**src/design/pli_pkg.sv**
```systemverilog
// shared types, constants and sequencer states of the piecewise linear interpolator
package pli_pkg;

   localparam int MaxPointsDefault = 16;
   localparam int CoordWidth       = 16;
   localparam int IndexWidth       = 4;
   localparam int CountWidth       = 5;
   localparam int ProductWidth     = 2 * CoordWidth;
   localparam int QuotWidth        = CoordWidth;

   localparam logic CMD_LOAD  = 1'b0;
   localparam logic CMD_QUERY = 1'b1;

   typedef logic signed [CoordWidth-1:0] coord_type;

   typedef enum logic [2:0] {
      ST_IDLE,
      ST_CHK0,
      ST_CHKL,
      ST_SCAN,
      ST_MUL,
      ST_START,
      ST_DIV,
      ST_FIN
   } state_type;

   typedef struct packed {
      logic                    start;
      logic [ProductWidth-1:0] numer;
      logic [CoordWidth-1:0]   denom;
   } div_req_type;

   typedef struct packed {
      logic                 done;
      logic                 busy;
      logic [QuotWidth-1:0] quot;
   } div_rsp_type;

endpackage

```
**src/design/pli_ifs.sv**
```systemverilog
// request and response channel interfaces of the piecewise linear interpolator
interface pli_req_if;
   logic                              valid;
   logic                              ready;
   logic                              cmd;
   logic [pli_pkg::IndexWidth-1:0]    point_index;
   pli_pkg::coord_type                x_value;
   pli_pkg::coord_type                y_value;

   modport source (output valid, output cmd, output point_index, output x_value,
                   output y_value, input ready);
   modport sink   (input valid, input cmd, input point_index, input x_value,
                   input y_value, output ready);
endinterface

interface pli_rsp_if;
   logic               valid;
   logic               ready;
   pli_pkg::coord_type y_out;

   modport source (output valid, output y_out, input ready);
   modport sink   (input valid, input y_out, output ready);
endinterface

```
**src/design/pli_ram.sv**
```systemverilog
// generic single write port ram with registered read
module pli_ram #(
   parameter int WIDTH = 32,
   parameter int DEPTH = 16
) (
   input  logic                     clock,
   input  logic                     wr_en,
   input  logic [$clog2(DEPTH)-1:0] wr_addr,
   input  logic [WIDTH-1:0]         wr_data,
   input  logic [$clog2(DEPTH)-1:0] rd_addr,
   output logic [WIDTH-1:0]         rd_data
);

   logic [WIDTH-1:0] mem_ff [DEPTH];
   logic [WIDTH-1:0] rd_data_ff;

   always_ff @(posedge clock) begin
      if (wr_en) begin
         mem_ff[wr_addr] <= wr_data;
      end
      rd_data_ff <= mem_ff[rd_addr];
   end

   assign rd_data = rd_data_ff;

endmodule

```
**src/design/pli_div.sv**
```systemverilog
// restoring divider, one quotient bit per cycle, quotient known to fit in 16 bits
module pli_div (
   input  logic                 clock,
   input  logic                 reset,
   input  pli_pkg::div_req_type div_req,
   output pli_pkg::div_rsp_type div_rsp
);

   localparam int QW = pli_pkg::QuotWidth;
   localparam int CW = $clog2(QW);

   logic [QW-1:0] rem_ff, rem_in;
   logic [QW-1:0] sh_ff, sh_in;
   logic [QW-1:0] den_ff, den_in;
   logic [CW-1:0] cnt_ff, cnt_in;
   logic          busy_ff, busy_in;
   logic          done_ff, done_in;

   logic [QW:0]   trial;
   logic [QW:0]   diff;
   logic          fits;
   logic          last_step;

   always_comb begin
      trial     = {rem_ff, sh_ff[QW-1]};
      diff      = trial - {1'b0, den_ff};
      fits      = trial >= {1'b0, den_ff};
      last_step = busy_ff && (cnt_ff == CW'(QW - 1));

      rem_in  = rem_ff;
      sh_in   = sh_ff;
      den_in  = den_ff;
      cnt_in  = cnt_ff;
      busy_in = busy_ff;
      done_in = last_step;

      if (div_req.start) begin
         // high half of the dividend is below the divisor, so it seeds the remainder
         rem_in  = div_req.numer[pli_pkg::ProductWidth-1:QW];
         sh_in   = div_req.numer[QW-1:0];
         den_in  = div_req.denom;
         cnt_in  = '0;
         busy_in = 1'b1;
      end else if (busy_ff) begin
         rem_in  = fits ? diff[QW-1:0] : trial[QW-1:0];
         sh_in   = {sh_ff[QW-2:0], fits};
         cnt_in  = cnt_ff + CW'(1);
         busy_in = !last_step;
      end
   end

   always_ff @(posedge clock) begin
      if (reset) begin
         busy_ff <= 1'b0;
         done_ff <= 1'b0;
         cnt_ff  <= '0;
      end else begin
         busy_ff <= busy_in;
         done_ff <= done_in;
         cnt_ff  <= cnt_in;
      end
   end

   always_ff @(posedge clock) begin
      rem_ff <= rem_in;
      sh_ff  <= sh_in;
      den_ff <= den_in;
   end

   assign div_rsp.done = done_ff;
   assign div_rsp.busy = busy_ff;
   assign div_rsp.quot = sh_ff;

   a_rem_below_den: assert property (@(posedge clock) disable iff (reset)
      busy_ff |-> rem_ff < den_ff)
      else $error("divider remainder not below divisor");

   a_done_single: assert property (@(posedge clock) disable iff (reset)
      done_ff |=> !done_ff)
      else $error("divider done held longer than one cycle");

   a_start_busy: assert property (@(posedge clock) disable iff (reset)
      div_req.start |=> busy_ff)
      else $error("divider did not start");

endmodule

```
**src/design/piecewise_linear_interpolator.sv**
```systemverilog
// piecewise linear table interpolator: breakpoint table, segment search and serial divide
//
// req_if carries requests: cmd 0 loads breakpoint point_index with (x_value, y_value),
// cmd 1 queries y for x_value. rsp_if returns one y_out per query, nothing per load.
// csr_wr_en / csr_wr_data write point_count (breakpoints in use, 0 acts as 1, values
// above MAX_POINTS act as MAX_POINTS); write it only while no query is in flight.
// A load writes the ram. A query reads entry 0, then the last entry, then scans the
// table one entry per cycle through the breakpoint ram until it finds the segment.
// Below the first x the result is entry 0's y and at or above the last x it is the last
// entry's y; a hit goes on through ST_MUL, ST_START and the 16-step divider in ST_DIV.
// Each result leaves through ST_FIN, and the next request is taken back in ST_IDLE.
// req_if.ready is low while a query is at work. The result sits in an output register;
// a stalled receiver holds it there and the block waits before handing over the next.
// Reset is synchronous: it clears the sequencer, the divider and point_count to 1.
// Table entries hold nothing until loaded and are not cleared by reset.
module piecewise_linear_interpolator #(
   parameter int MAX_POINTS = pli_pkg::MaxPointsDefault
) (
   input  logic                             clock,
   input  logic                             reset,
   pli_req_if.sink                          req_if,
   pli_rsp_if.source                        rsp_if,
   input  logic                             csr_wr_en,
   input  logic [pli_pkg::CountWidth-1:0]   csr_wr_data
);

   localparam int AW = $clog2(MAX_POINTS);
   localparam int CW = pli_pkg::CoordWidth;

   pli_pkg::state_type state_ff, state_in;

   logic [pli_pkg::CountWidth-1:0] count_ff, count_in;
   logic [AW-1:0]                  last_ff, last_in;
   logic [AW-1:0]                  idx_ff, idx_in;
   pli_pkg::coord_type             x_ff, x_in;
   pli_pkg::coord_type             px_ff, px_in;
   pli_pkg::coord_type             py_ff, py_in;
   logic [CW-1:0]                  dx_ff, dx_in;
   logic [CW-1:0]                  den_ff, den_in;
   logic [CW-1:0]                  dym_ff, dym_in;
   logic                           neg_ff, neg_in;
   logic [pli_pkg::ProductWidth-1:0] prod_ff, prod_in;
   pli_pkg::coord_type             res_ff, res_in;
   logic                           rsp_vld_ff, rsp_vld_in;
   pli_pkg::coord_type             y_out_ff, y_out_in;

   logic                           req_take;
   logic                           load_take;
   logic                           ram_we;
   logic [AW-1:0]                  ram_waddr;
   logic [2*CW-1:0]                ram_wdata;
   logic [AW-1:0]                  ram_raddr;
   logic [2*CW-1:0]                ram_rdata;
   pli_pkg::coord_type             rd_x;
   pli_pkg::coord_type             rd_y;
   logic [AW-1:0]                  last_idx;
   logic [CW:0]                    dx_wide;
   logic [CW:0]                    den_wide;
   logic [CW:0]                    dy_wide;
   logic [CW:0]                    dy_abs;
   logic [CW+1:0]                  sum_wide;
   pli_pkg::coord_type             sum_sat;

   pli_pkg::div_req_type           div_req;
   pli_pkg::div_rsp_type           div_rsp;

   pli_ram #(
      .WIDTH (2 * CW),
      .DEPTH (MAX_POINTS)
   ) u_table (
      .clock   (clock),
      .wr_en   (ram_we),
      .wr_addr (ram_waddr),
      .wr_data (ram_wdata),
      .rd_addr (ram_raddr),
      .rd_data (ram_rdata)
   );

   pli_div u_div (
      .clock   (clock),
      .reset   (reset),
      .div_req (div_req),
      .div_rsp (div_rsp)
   );

   assign req_if.ready = (state_ff == pli_pkg::ST_IDLE);
   assign req_take     = req_if.valid && req_if.ready;
   assign load_take    = req_take && (req_if.cmd == pli_pkg::CMD_LOAD);

   assign ram_we    = load_take && (int'(req_if.point_index) < MAX_POINTS);
   assign ram_waddr = AW'(req_if.point_index);
   assign ram_wdata = {req_if.x_value, req_if.y_value};

   assign rd_x = ram_rdata[2*CW-1:CW];
   assign rd_y = ram_rdata[CW-1:0];

   assign count_in = csr_wr_en ? csr_wr_data : count_ff;

   always_comb begin
      if (count_ff == '0) begin
         last_idx = '0;
      end else if (int'(count_ff) > MAX_POINTS) begin
         last_idx = AW'(MAX_POINTS - 1);
      end else begin
         last_idx = AW'(count_ff - pli_pkg::CountWidth'(1));
      end
   end

   // segment deltas, x1 = prev entry and x2 = entry just read
   always_comb begin
      dx_wide  = {x_ff[CW-1], x_ff} - {px_ff[CW-1], px_ff};
      den_wide = {rd_x[CW-1], rd_x} - {px_ff[CW-1], px_ff};
      dy_wide  = {rd_y[CW-1], rd_y} - {py_ff[CW-1], py_ff};
      dy_abs   = dy_wide[CW] ? (~dy_wide + (CW+1)'(1)) : dy_wide;
   end

   // y1 plus or minus quotient, then clamp to 16 bits
   always_comb begin
      if (neg_ff) begin
         sum_wide = {{2{py_ff[CW-1]}}, py_ff} - {2'b00, div_rsp.quot};
      end else begin
         sum_wide = {{2{py_ff[CW-1]}}, py_ff} + {2'b00, div_rsp.quot};
      end
      if (!sum_wide[CW+1] && (sum_wide[CW:CW-1] != 2'b00)) begin
         sum_sat = {1'b0, {(CW-1){1'b1}}};
      end else if (sum_wide[CW+1] && (sum_wide[CW:CW-1] != 2'b11)) begin
         sum_sat = {1'b1, {(CW-1){1'b0}}};
      end else begin
         sum_sat = sum_wide[CW-1:0];
      end
   end

   always_comb begin
      state_in   = state_ff;
      last_in    = last_ff;
      idx_in     = idx_ff;
      x_in       = x_ff;
      px_in      = px_ff;
      py_in      = py_ff;
      dx_in      = dx_ff;
      den_in     = den_ff;
      dym_in     = dym_ff;
      neg_in     = neg_ff;
      prod_in    = prod_ff;
      res_in     = res_ff;
      rsp_vld_in = rsp_vld_ff && !rsp_if.ready;
      y_out_in   = y_out_ff;
      ram_raddr  = '0;
      div_req    = '{start: 1'b0, numer: prod_ff, denom: den_ff};

      unique case (state_ff)
         pli_pkg::ST_IDLE: begin
            if (req_take && (req_if.cmd == pli_pkg::CMD_QUERY)) begin
               x_in     = req_if.x_value;
               last_in  = last_idx;
               state_in = pli_pkg::ST_CHK0;
            end
         end
         pli_pkg::ST_CHK0: begin
            ram_raddr = last_ff;
            px_in     = rd_x;
            py_in     = rd_y;
            res_in    = rd_y;
            if (x_ff < rd_x) begin
               state_in = pli_pkg::ST_FIN;
            end else begin
               state_in = pli_pkg::ST_CHKL;
            end
         end
         pli_pkg::ST_CHKL: begin
            ram_raddr = AW'(1);
            res_in    = rd_y;
            idx_in    = AW'(1);
            if (x_ff >= rd_x) begin
               state_in = pli_pkg::ST_FIN;
            end else begin
               state_in = pli_pkg::ST_SCAN;
            end
         end
         pli_pkg::ST_SCAN: begin
            // next entry is fetched speculatively while this one is compared
            ram_raddr = idx_ff + AW'(1);
            if (x_ff < rd_x) begin
               dx_in    = dx_wide[CW-1:0];
               den_in   = den_wide[CW-1:0];
               dym_in   = dy_abs[CW-1:0];
               neg_in   = dy_wide[CW];
               state_in = pli_pkg::ST_MUL;
            end else begin
               px_in  = rd_x;
               py_in  = rd_y;
               idx_in = idx_ff + AW'(1);
            end
         end
         pli_pkg::ST_MUL: begin
            prod_in  = dx_ff * dym_ff;
            state_in = pli_pkg::ST_START;
         end
         pli_pkg::ST_START: begin
            div_req.start = 1'b1;
            state_in      = pli_pkg::ST_DIV;
         end
         pli_pkg::ST_DIV: begin
            if (div_rsp.done) begin
               res_in   = sum_sat;
               state_in = pli_pkg::ST_FIN;
            end
         end
         pli_pkg::ST_FIN: begin
            if (!rsp_vld_ff || rsp_if.ready) begin
               rsp_vld_in = 1'b1;
               y_out_in   = res_ff;
               state_in   = pli_pkg::ST_IDLE;
            end
         end
         default: begin
            state_in = pli_pkg::ST_IDLE;
         end
      endcase
   end

   always_ff @(posedge clock) begin
      if (reset) begin
         state_ff   <= pli_pkg::ST_IDLE;
         count_ff   <= pli_pkg::CountWidth'(1);
         rsp_vld_ff <= 1'b0;
         last_ff    <= '0;
         idx_ff     <= '0;
      end else begin
         state_ff   <= state_in;
         count_ff   <= count_in;
         rsp_vld_ff <= rsp_vld_in;
         last_ff    <= last_in;
         idx_ff     <= idx_in;
      end
   end

   always_ff @(posedge clock) begin
      x_ff     <= x_in;
      px_ff    <= px_in;
      py_ff    <= py_in;
      dx_ff    <= dx_in;
      den_ff   <= den_in;
      dym_ff   <= dym_in;
      neg_ff   <= neg_in;
      prod_ff  <= prod_in;
      res_ff   <= res_in;
      y_out_ff <= y_out_in;
   end

   assign rsp_if.valid = rsp_vld_ff;
   assign rsp_if.y_out = y_out_ff;

   a_query_starts: assert property (@(posedge clock) disable iff (reset)
      (req_take && (req_if.cmd == pli_pkg::CMD_QUERY)) |=> (state_ff == pli_pkg::ST_CHK0))
      else $error("query request did not start the search");

   a_done_in_div: assert property (@(posedge clock) disable iff (reset)
      div_rsp.done |-> (state_ff == pli_pkg::ST_DIV))
      else $error("divider finished outside the divide wait");

   a_scan_bound: assert property (@(posedge clock) disable iff (reset)
      (state_ff == pli_pkg::ST_SCAN) |-> ((idx_ff <= last_ff) && (idx_ff != '0)))
      else $error("segment scan ran past the last breakpoint");

   a_idle_div: assert property (@(posedge clock) disable iff (reset)
      (state_ff == pli_pkg::ST_IDLE) |-> !div_rsp.busy)
      else $error("divider busy while idle");

endmodule
```
**src/flat_wrapper.sv**
```systemverilog
// flat-port wrapper written by rule: the top's interface ports become plain ports
module piecewise_linear_interpolator_flat 
#(
   parameter int MAX_POINTS = pli_pkg::MaxPointsDefault
)
  (clock, reset, csr_wr_en, csr_wr_data, req_if_valid, req_if_cmd, req_if_point_index, req_if_x_value, req_if_y_value, req_if_ready, rsp_if_valid, rsp_if_y_out, rsp_if_ready);
  pli_req_if req_if_i ();
  pli_rsp_if rsp_if_i ();
  input  logic clock;
  input  logic reset;
  input  logic csr_wr_en;
  input  logic [pli_pkg::CountWidth-1:0] csr_wr_data;
  input wire logic [$bits(req_if_i.valid)-1:0] req_if_valid;
  input wire logic [$bits(req_if_i.cmd)-1:0] req_if_cmd;
  input wire logic [$bits(req_if_i.point_index)-1:0] req_if_point_index;
  input wire logic [$bits(req_if_i.x_value)-1:0] req_if_x_value;
  input wire logic [$bits(req_if_i.y_value)-1:0] req_if_y_value;
  output wire logic [$bits(req_if_i.ready)-1:0] req_if_ready;
  output wire logic [$bits(rsp_if_i.valid)-1:0] rsp_if_valid;
  output wire logic [$bits(rsp_if_i.y_out)-1:0] rsp_if_y_out;
  input wire logic [$bits(rsp_if_i.ready)-1:0] rsp_if_ready;
  assign req_if_i.valid = req_if_valid;
  assign req_if_i.cmd = req_if_cmd;
  assign req_if_i.point_index = req_if_point_index;
  assign req_if_i.x_value = req_if_x_value;
  assign req_if_i.y_value = req_if_y_value;
  assign req_if_ready = req_if_i.ready;
  assign rsp_if_valid = rsp_if_i.valid;
  assign rsp_if_y_out = rsp_if_i.y_out;
  assign rsp_if_i.ready = rsp_if_ready;
  piecewise_linear_interpolator #(.MAX_POINTS(MAX_POINTS)) u_core (.clock(clock), .reset(reset), .req_if(req_if_i), .rsp_if(rsp_if_i), .csr_wr_en(csr_wr_en), .csr_wr_data(csr_wr_data));
endmodule
```
**config.mk**
```make
export PLATFORM = sky130hd
export DESIGN_NAME = piecewise_linear_interpolator_flat
export DESIGN_NICKNAME = d
export VERILOG_FILES = /design/src/design/pli_pkg.sv /design/src/design/pli_ifs.sv /design/src/design/pli_ram.sv /design/src/design/pli_div.sv /design/src/design/piecewise_linear_interpolator.sv /design/src/flat_wrapper.sv
export SDC_FILE = /design/constraint.sdc
export NUM_CORES = 2
export LEC_CHECK = 0
export BUFFER_PORTS_ARGS = -buffer_cell sky130_fd_sc_hd__buf_2
export CORE_ASPECT_RATIO = 0.8
export CORE_MARGIN = 1
export CORE_UTILIZATION = 35
export DETAILED_ROUTE_END_ITERATION = 8
export GPL_TIMING_DRIVEN = 0
export PLACE_DENSITY = 0.51
export SLEW_MARGIN = 40
export SYNTH_ARGS = -nofsm -noshare
export SYNTH_HDL_FRONTEND = slang
export SYNTH_SLANG_ARGS = --single-unit
```
**constraint.sdc**
```tcl
create_clock -name clock -period 12.95 [get_ports clock]
set_clock_uncertainty 0.1 [all_clocks]
set_input_delay 1.295 -clock clock [delete_from_list [all_inputs] [get_ports clock]]
set_output_delay 1.295 -clock clock [all_outputs]
set_load 0.05 [all_outputs]
```
==> summary.md <==
| Metric | Value |
|---|---|
| Final WS setup | approximately 5.5 ns |
| Slew Limit Fails | 0 |
| Post-synth top area cell | edfxtp_1 |
| DRC viols | 0 |
| Kind of critical path | flip-flop to flip-flop |
| Startpoint Class | flip-flop |
| Cell Rows | approximately 110 |
| Synth Area in XOR/XNOR | 2.72% |
| Die Wd | 387 µm |
| Synth Area in Compound Gates | 6.30% |
| Synth top area share | 52.2% |
| HP Start | u_core.den_ff[14]$_DFFE_PP_ |
| Initial antenna violation count | 11 |
| Pwr Density | 266 nW/µm² |
| FF+latch count, synth | a little under 800 |
| I/O pins | 65 |
| Outcome | finished, final reports clean |
| Worst r2r src | u_core.dym_ff[2]$_DFFE_PP_ |
| WP data required | 13.24 ns |
| TNS Setup | 0 ns |
| Crit. Startpoint | u_core.dym_ff[2]$_DFFE_PP_ |
| Post-synth net total | approximately 3500 |
| Fin crit share | 57.9% |
| Mapped Avg Cell Area | 13.5 µm² |
| Hold_buf cts | 0 |
| Htree depth | 3 |
| Layout area overhead | 14.3% |
| Commonest non-fill, non-tap cell in the layout | edfxtp_1 |
| Core ar. | 117000 µm² |
| Placed cells | 4724 |
| Root buf cell | clkbuf_16 |
| Setup crit end kind | flip-flop |
| Antenna Nets Post-Route | 0 |
| Max Freq | 0.133 GHz |
| Mux cell area share after synthesis | 7.33% |
| HP Class | flip-flop to flip-flop |
| Clock sink total | 776 |
| Post-place setup slack | 5.51 ns |
| Setup bufs post-CTS | 0 |
| Final setup viols | 0 |
| Fillers | 10900 |
| Leak pwr | 17.7 nW |
| Routability Congestion | about 0.9 |
| Pin count of the biggest net entering global routing | 33 |
| Largest fanout on the critical path | 10 |
| Post-synth EDFFs | around 720 |
| Drt wl/cell | 21.5 µm |
| Worst-Margin Slew | 0.780 ns |
| Sequential area share after synthesis | between 50% and 60% |
| Synth warn | 0 |
| Die H | 310 µm |
| GR Util All Layers | 17.8% |
| Cell variety after synth | 76 |
| CTS Buffer Depth | 3 |
| Syn Inst Count | 3064 |
| Synth Area in Simple Gates | 8.96% |
| Layout Nets | about 3700 |
| Total global routing overflow | 0 |
| Port bufs | 63 |
| Starting density of the core | between 30 and 40% |
| PostCTS Resize Cnt | 0 |
| CTS tree | yes |
| Post-route insts no fill | about 5000 |
| Final hold violations | 0 |
| RSZ-0062 raised after global routing | no |
| Layout cells sized above 1 | 13.2% |
| CTS buffer count | 79 |
| Most frequent cells in the layout | edfxtp_1, inv_1, nand2_1 |
| Global-route wire length before repair | 160000 µm |
| Post-synthesis async set-or-reset flop share | 0% |
| Post-Synth Adder-Cell Area | 15.8% |
| Max_cap viols | 0 |
| CP arrival | 7.79 ns |
| DR iter-0 viols | 1734 |
| Top cells by area, synth | edfxtp_1, fa_1, mux4_2 |
| Via count | around 25000 |
| Number of global-route vias before repair | 25100 |
| Min cycle time layout | 7.50 ns |
| Worst slew margin relative to its limit | 47.2% |
| Worst-Skew Late Latency | 0.67 ns |
| DRT Pass-1 Iters | 7 |
| Maximum vdd drop | 0.296 mV |
| Clock slew at reported path FFs | 0.06 ns |
| Tot Pwr | 0.0126 W |
| Vias per cell | 5.05 |
| Routed wire length | 105000 µm |
| Die area | 120000 µm² |
| Most common flop cell mapped by yosys | edfxtp_1 |
| Post-synthesis cell area | between 40000 and 50000 µm² |
| Post-DP HPWL | a little under 80000 µm |
| Main combinational cell family by area after synthesis | adder cells |
==> layer usage <==
metal	GRT usage, %	share of wire, %	vias to the layer above
met4	3.64	1.6	6
li1	-	-	11400
met1	26.7	49	12500
met2	27.0	44	563
met5	0	0.029	-
met3	3.16	5.7	117
==> registers in the layout, summed over array words and instances (netlist names), 5 cells and up <==
register / count
u_core.den_ff: 16
u_core.x_ff: 16
u_core.prod_ff: 32
u_core.u_div.rem_ff: 16
u_core.dx_ff: 16
u_core.u_table.rd_data: 32
u_core.count_ff: 5
u_core.py_ff: 16
u_core.px_ff: 16
u_core.res_ff: 16
u_core.rsp_if.y_out: 16
u_core.u_div.sh_ff: 16
u_core.u_div.den_ff: 16
u_core.dym_ff: 16
u_core.u_table.mem_ff: 512
==> critical path, stage by stage, from the launching register on <==
cell      delay [ns]
edfxtp_1        0.69
clkbuf_1        0.53
nand2_1         0.16
fa_1            0.52
fa_1            0.55
inv_1           0.05
fa_1            0.48
fa_1            0.57
fa_1            0.52
inv_1           0.08
fa_1            0.49
inv_1           0.04
ha_1            0.36
and3_1          0.29
and3_1          0.23
nand4_1         0.29
a211oi_1        0.68
nor3b_1         0.17
o21bai_1        0.19
a21oi_1         0.10
xnor2_1         0.13
==> stage by stage <==
stage	cell area [µm²]	util, %	hold WS, ns
2_1_floorplan	41400	-	0.300
3_3_place_gp	43700	37.3	0.302
3_5_place_dp	44800	38.3	0.305
4_1_cts	47400	40.5	0.320
5_1_grt	47400	40.5	0.329
6_report	47400	40.5	0.318
==> worst paths after layout <==
kind                            slack [ns]  depth (start not counted)                           endpoint
worst max-delay path                  5.45                         20       u_core.prod_ff[30]$_DFFE_PP_
worst min register to register        0.32                          0  u_core.u_div.den_ff[14]$_DFFE_PP_
worst min-delay path                  0.32                          0  u_core.u_div.den_ff[14]$_DFFE_PP_
worst max register to register        5.45                         20       u_core.prod_ff[30]$_DFFE_PP_
==> synth_stat cells (36+ instances only) <==
master / n
edfxtp_1: 721
a31oi_1: 44
o21ai_0: 71
mux4_2: 128
clkbuf_1: 75
nor2_1: 133
and2_1: 159
xnor2_1: 94
dfxtp_1: 55
inv_1: 327
nand3_1: 38
ha_1: 204
fa_1: 199
nor3_1: 36
nand2_1: 307
a21oi_1: 112
a211oi_1: 41
==> report_power, final <==
| part | internal, W | switching (W) | total (W) |
|---|---|---|---|
| registers | 0.00332 | 0.000154 | 0.00348 |
| logic | 0.00276 | 0.00404 | 0.00679 |
| clock network | 0.00130 | 0.00102 | 0.00231 |
| total | 0.00737 | 0.00521 | 0.0126 |
==> cell families after synthesis <==
group | after synthesis
buf+inv | 435
simple gates | 776
xor+xnor | 128
mux | 143
compound gates | 403
flops | 776
fa+ha+maj | 403
==> area by class of cell <==
type                    instances  area, µm²  area share (%)
flip-flops and latches        776      22800            48.0
multi-input cells            1853      17200            36.3
clock buffers                  99       2070            4.37
well taps                    1539       1930            4.06
inverters                     328       1230            2.60
repair buffers                121       1200            2.54
clock inverters                45        531            1.12
plain buffers                 107        448           0.945
diodes                          1       2.50         0.00528
Power figures use the tool's default switching activity.
